$ cat src/design/greedy_direction_next_hop_unit_assert.svh
// Assertion macros for the greedy next-hop unit.
// Expects i_clk and i_rst_n in the scope of every use.
`ifndef GREEDY_DIRECTION_NEXT_HOP_UNIT_ASSERT_SVH
`define GREEDY_DIRECTION_NEXT_HOP_UNIT_ASSERT_SVH

`ifndef ASSERT_OFF

// Check a condition at every clock edge out of reset.
`define GDNH_ASSERT(lbl, cond) \
    lbl: assert property (@(posedge i_clk) disable iff (!i_rst_n) (cond)) \
        else $error("assertion failed")

// Check a consequent in the same cycle as its antecedent.
`define GDNH_ASSERT_IMPL(lbl, ante, cons) \
    lbl: assert property (@(posedge i_clk) disable iff (!i_rst_n) (ante) |-> (cons)) \
        else $error("assertion failed")

// Check a consequent in the cycle after its antecedent.
`define GDNH_ASSERT_NEXT(lbl, ante, cons) \
    lbl: assert property (@(posedge i_clk) disable iff (!i_rst_n) (ante) |=> (cons)) \
        else $error("assertion failed")

`else

`define GDNH_ASSERT(lbl, cond)
`define GDNH_ASSERT_IMPL(lbl, ante, cons)
`define GDNH_ASSERT_NEXT(lbl, ante, cons)

`endif

`endif

$ cat src/design/gdnh_pkg.sv
// Shared widths, types and the multiplier control word of the next-hop unit.
// No dependencies.
`default_nettype none

package gdnh_pkg;

    localparam int COORD_BITS = 16;
    localparam int MAX_EDGES  = 16;

    // One coordinate difference, also the digit size of the wide products.
    localparam int DIG_W  = COORD_BITS + 1;
    localparam int OPD_W  = DIG_W + 1;
    localparam int PROD_W = 2 * OPD_W;
    localparam int DOT_W  = 2 * DIG_W + 1;
    localparam int MAG_W  = 2 * DIG_W;
    localparam int SQ_W   = 4 * DIG_W;
    localparam int ACC_W  = 6 * DIG_W;
    localparam int POS_W  = $clog2(MAX_EDGES);
    localparam int CNT_W  = $clog2(MAX_EDGES + 1);
    localparam int INDEX_W = 4;
    localparam int SH_W   = 3;

    typedef logic signed [COORD_BITS-1:0] t_coord;
    typedef logic signed [DIG_W-1:0]      t_diff;

    // One multiply-accumulate request.
    typedef struct packed {
        logic            en;
        logic            clr;
        logic [SH_W-1:0] sh;
    } t_mac_op;

endpackage

`default_nettype wire

$ cat src/design/gdnh_mac.sv
// Shared signed multiply-accumulate unit with a digit-shifted accumulator.
// Depends on gdnh_pkg.
`default_nettype none

module gdnh_mac import gdnh_pkg::*; (
    input  logic                    i_clk,
    input  logic                    i_rst_n,
    input  t_mac_op                 i_op,
    input  logic signed [OPD_W-1:0] i_a,
    input  logic signed [OPD_W-1:0] i_b,
    output logic [ACC_W-1:0]        o_acc
);

    logic                     r_pv;
    logic                     r_pclr;
    logic [SH_W-1:0]          r_psh;
    logic signed [PROD_W-1:0] r_prod;
    logic [ACC_W-1:0]         r_acc;
    logic [ACC_W-1:0]         term_ext;
    logic [ACC_W-1:0]         term;

    // Sign-extend the held product, then move it up by whole digits.
    assign term_ext = {{(ACC_W - PROD_W){r_prod[PROD_W-1]}}, r_prod};
    assign term     = term_ext << (r_psh * DIG_W);

    always_ff @(posedge i_clk) begin
        if (!i_rst_n) begin
            r_pv <= 1'b0;
        end else begin
            r_pv <= i_op.en;
        end
    end

    // Register the product before the wide add.
    always_ff @(posedge i_clk) begin
        if (i_op.en) begin
            r_prod <= i_a * i_b;
            r_pclr <= i_op.clr;
            r_psh  <= i_op.sh;
        end
        if (r_pv) begin
            r_acc <= (r_pclr ? '0 : r_acc) + term;
        end
    end

    assign o_acc = r_acc;

endmodule

`default_nettype wire

$ cat config.mk
export PLATFORM = sky130hd
export DESIGN_NAME = gdnh_mac
export DESIGN_NICKNAME = d
export VERILOG_FILES = /design/src/design/greedy_direction_next_hop_unit_assert.svh /design/src/design/gdnh_pkg.sv /design/src/design/gdnh_mac.sv
export SDC_FILE = /design/constraint.sdc
export NUM_CORES = 2
export LEC_CHECK = 0
export BUFFER_PORTS_ARGS = -buffer_cell sky130_fd_sc_hd__buf_2
export CELL_PAD_IN_SITES_DETAIL_PLACEMENT = 1
export CELL_PAD_IN_SITES_GLOBAL_PLACEMENT = 1
export CORE_ASPECT_RATIO = 1.1
export CORE_MARGIN = 5
export CORE_UTILIZATION = 50
export CTS_CLUSTER_DIAMETER = 50
export CTS_CLUSTER_SIZE = 14
export DETAILED_ROUTE_END_ITERATION = 10
export PLACE_DENSITY_LB_ADDON = 0.1
export SKIP_CTS_REPAIR_TIMING = 1
export SLEW_MARGIN = 20
export SYNTH_ARGS = -nofsm -noshare
export SYNTH_HDL_FRONTEND = slang
export SYNTH_SLANG_ARGS = --single-unit
$ cat constraint.sdc
create_clock -name i_clk -period 8.47 [get_ports i_clk]
set_clock_uncertainty 0.05 [all_clocks]
set_input_delay 0.4235 -clock i_clk [delete_from_list [all_inputs] [get_ports i_clk]]
set_output_delay 0.4235 -clock i_clk [all_outputs]
set_load 0.02 [all_outputs]
Word level (Yosys, flattened, before mapping)
Index checks and enable logic that the tools add are counted.
{"block": "word_totals", "reg_bits": 143, "inputBits": 43, "out_inout_bits": 102, "elab_cells": 10}
{"block": "op_classes", "n_addsub": 1, "multipliers": 2, "n_shift": 1, "n_mux": 1}
{"cell": "adder 102 bit", "count": 1}
{"cell": "two-way mux 102 bit", "count": 1}
{"cell": "left shift 102 x 8 -> 102 bit", "count": 1}
{"cell": "multiplier 18 x 18 -> 36 bit", "count": 1}
{"cell": "multiplier 3 x 5 -> 8 bit (second input constant)", "count": 1}

Logic depth before layout (Yosys ltp)
{"block": "logic_depth", "word_depth": 3, "depth_mapped": 28, "depth_no_buf": 26}

Worst setup path before layout
OpenSTA, ideal clock, no wires.
{"block": "synth_path", "path_type": "input port to flip-flop", "start": "in i_a[17]", "end": "reg r_prod[35] (data pin)", "setup_ns": 0.260, "arrival_ns": 6.583, "required_ns": 8.160, "path_slack_ns": 1.577, "cell_stages": 26, "n_path_buf": 2, "path_cell_list": "clkbuf_1 -> clkbuf_1 -> nand2_1 -> inv_1 -> fa_1 -> inv_1 -> fa_1 -> fa_1 -> inv_1 -> fa_1 -> fa_1 -> inv_1 -> fa_1 -> inv_1 -> ha_1 -> a21oi_1 -> o21ai_0 -> nor4b_1 -> a21oi_1 -> or4_1 -> a31o_2 -> a221oi_2 -> nor2b_1 -> o41ai_4 -> o311a_1 -> xnor2_1"}
{"block": "synth_between", "elab_chain_len": 1}
{"item": "from (decl)", "line_no": "gdnh_mac.sv:9", "source": "input logic signed [OPD_W-1:0] i_a,"}
{"item": "multiplier 18 x 18 -> 36 bit", "line_no": "gdnh_mac.sv:37", "source": "r_prod <= i_a * i_b;"}
{"item": "to (signal assigned)", "line_no": "gdnh_mac.sv:37"}
{"item": "to (decl)", "line_no": "gdnh_mac.sv:17", "source": "logic signed [PROD_W-1:0] r_prod;"}
Every way passes these cells.
A chain may end at the register's enable or synchronous reset.

Worst setup path in the final report
{"block": "layout_path", "start": "reg r_psh[1]", "end": "reg r_acc[98], in the netlist o_acc[98] (data pin)"}
{"block": "layout_between", "elab_chain_len": 3}
{"item": "from (decl)", "line_no": "gdnh_mac.sv:16", "source": "logic [SH_W-1:0] r_psh;"}
{"item": "from (signal assigned)", "line_no": "gdnh_mac.sv:39", "source": "r_psh <= i_op.sh;"}
{"item": "multiplier 3 x 5 -> 8 bit", "line_no": "gdnh_mac.sv:24", "source": "assign term = term_ext << (r_psh * DIG_W);"}
{"item": "left shift 102 x 8 -> 102 bit", "line_no": "gdnh_mac.sv:24"}
{"item": "adder 102 bit", "line_no": "gdnh_mac.sv:42", "source": "r_acc <= (r_pclr ? '0 : r_acc) + term;"}
{"item": "to (signal assigned)", "line_no": "gdnh_mac.sv:42"}
{"item": "to (decl)", "line_no": "gdnh_mac.sv:18", "source": "logic [ACC_W-1:0] r_acc;"}
Every way passes these cells.

==> reports/metrics.cfg <==
[run_status]
outcome = finished, final reports clean

[setup_path]
critPathLaunch = r_psh[1]
worst_r2r_endpoint = o_acc[98]
worstReg2RegStart = r_psh[1]
worst-r2r-setup-slack_ns = 1.50
reg2reg_depth = 16
worstSetupPathType = flop to flop
path_max_fanout = 45
worstSetupEndpoint = o_acc[98]
crit_arrival_ns = 7.13
cp.required_ns = 8.63
end_kind = flop
crit_path_start_kind = flop

[timing]
setup_viol_count_final = 0
report.final.hold_viol_count = 0
finalCritPeriodShare_pct = 82.3
final_max_slew_viol_count = 0
fin_crit_ns = 6.97
slew-limit-headroom_pct = 27.1
tns_ns = 0
worst_slew_pin_slew_ns = 1.09
rsz0062_at_grt = false
max_freq_mhz = 143

[yosys]
synth_xor_xnor_area_share_pct = 4.59
syn_nets = 3461
synth_edf_count = 142
synth_compound_area_share_pct = 14.5
syn_inst = 2894
synth_area_um2 = 25400
synth_top_family_by_area = adder cells
ys_types = 73
avgSynthCellArea_um2 = 8.77
synth_ff_type = edfxtp_1
ys_seq_area_share_pct = 16.9
synth-seq-cells = 143
yosys.area_share.simple_pct = 17.8
ys_async_sr_fraction_pct = 0
synthMuxAreaShare_pct = 2.40
synth_fa_ha_area_share_pct = 35.6
yosysWarnings = 0

[floorplanning]
fp.dieH_um = 246
fp-row-count = 86
coreArea_um2 = 50100
die_area_um2 = 55400
die_w_um = 225
start_util_pct = 50.6
ios = 145

[global_route]
grt_pass1_vias = 23100
track_usage_pct = 29.6
grt_first_pass_wirelength_mm = 129
antenna_found_initial = 1
grt_max_degree = 77
gr-total-overflow = 0

[clock_network]
cts_tree = yes
cts_root_buf = clkbuf_16
htreeDepth = 4
clockBufferDepth = 2
cts.sinks = 143
clkTransAtPathRegs_ns = 0.06
insertion_delay_ns = 0.46
cts_made_buffers = 17

[final_layout]
final_cell_mix = 407 x inv_1, 330 x fa_1, 277 x nand2_1
insertedDiodeCount = 0
final_layout_size_suffix_gt1_share_pct = 8.06
finalNetCount = 3496
fill_cells = 5991
fin_cells = 3602
area.growth.synth_to_final_pct = 6.97
final_common_cell = inv_1

[placed_design]
hpwlAfterDp_mm = 67.3
gp_congestion = 0.928
place_inst = 3570
portBuffers = 144

[hold_path]
min_from = i_op[1]
hp-class = input pin to flop

[detailed_routing]
vias_per_cell = 5.85
drt-initial-drc-count = 1324
routed_wl_mm = 81.5
drt.antenna.violating_nets = 0
route.detailed.drc = 0
wl_per_cell_um = 22.6
drt_first_pass_iters = 5
vias = 21100

[run]
drv_cap = 0

[layer usage]
layer	part of all wire (%)	routed length (um)	vias to the layer above	global-route usage [%]
li1	-	-	9657	-
met1	42	34500	10800	38.0
met5	0	0	-	0
met2	51	41500	509	52.7
met4	3.6	2930	0	10.5
met3	3.3	2660	132	1.86
[how the worst min path moves through the flow]
| stage | end | depth (start not counted) | slack [ns] |
|---|---|---|---|
| 3_3_place_gp | r_psh[1] | 1 | 0.55 |
| 3_5_place_dp | r_psh[1] | 1 | 0.55 |
| 6_report | r_psh[1] | 1 | 0.09 |
| 4_1_cts | r_psh[1] | 1 | 0.07 |
| 5_1_grt | r_psh[1] | 1 | 0.09 |
| 2_1_floorplan | r_pclr | 0 | 0.47 |
[layout make-up]
cell class	count	area [um^2]	share of cell area, %
sequential	143	4290	15.8
clock inverter	14	191	0.705
inverter	409	1540	5.66
tap	660	826	3.04
clock buffer	18	429	1.58
multi-input combinational	2197	19000	70.0
timing repair buffer	161	861	3.17
[logic make-up (layout without fill, tap and decap cells)]
group	after synthesis	count (layout)
AND/OR/NAND/NOR	896	896
XOR/XNOR	133	133
AO/OA/AOI/OAI	598	598
multiplexers	46	46
buffers and inverters	554	602
adder cells (fa/ha/maj)	524	524
flip-flops	143	143
[flip-flops by register name, summed over array words and instances (netlist names)]
register and cells:
r_prod 36, r_pclr 1, r_psh 3, r_pv 1, o_acc 102
[cells in the mapped netlist, types with 17 or more instances]
library cell	n	area, um^2
inv_1	407	1530
fa_1	330	6610
nand2_1	277	1040
a21oi_1	241	1210
ha_1	194	2430
and2_1	176	1100
nor2_1	146	548
edfxtp_1	142	4260
clkbuf_1	125	469
nor2b_1	124	776
o21ai_0	112	561
xnor2_1	94	823
a21o_1	51	383
xor2_1	39	342
nor3_1	34	170
a211oi_1	33	248
nand4_1	33	206
o21bai_1	29	218
nand3_1	28	140
mux2i_1	27	270
nand2b_1	24	150
buf_1	19	71.3
o21a_1	18	135
a31oi_1	17	106
[worst max-delay path: stages (launching register included)]
cell and delay [ns]:
edfxtp_1 0.47, buf_4 0.46, buf_4 0.52, mux4_2 0.57, mux2i_1 0.77, nor2_1 0.11, ha_1 0.47, nand4_1 0.14
or3_1 0.43, nor4_1 0.53, a21boi_1 0.45, o211ai_1 0.24, a211oi_1 0.30, nor2_1 0.15, o21ai_1 0.54, a21oi_1 0.22
o211a_1 0.26
[through the flow]
stage,hold slack (ns),setup slack (ns),instance area [um^2],util [%]
floorplan,0.472,1.58,25400,-
global placement,0.552,1.29,26500,52.9
detailed placement,0.555,1.12,26500,52.9
CTS,0.0735,1.62,27100,54.1
global route,0.0872,1.21,27100,54.1
finish,0.0919,1.50,27100,54.1
Power is not shown: default switching activity piles up to over one toggle a cycle in this logic, so the estimate is an artifact.
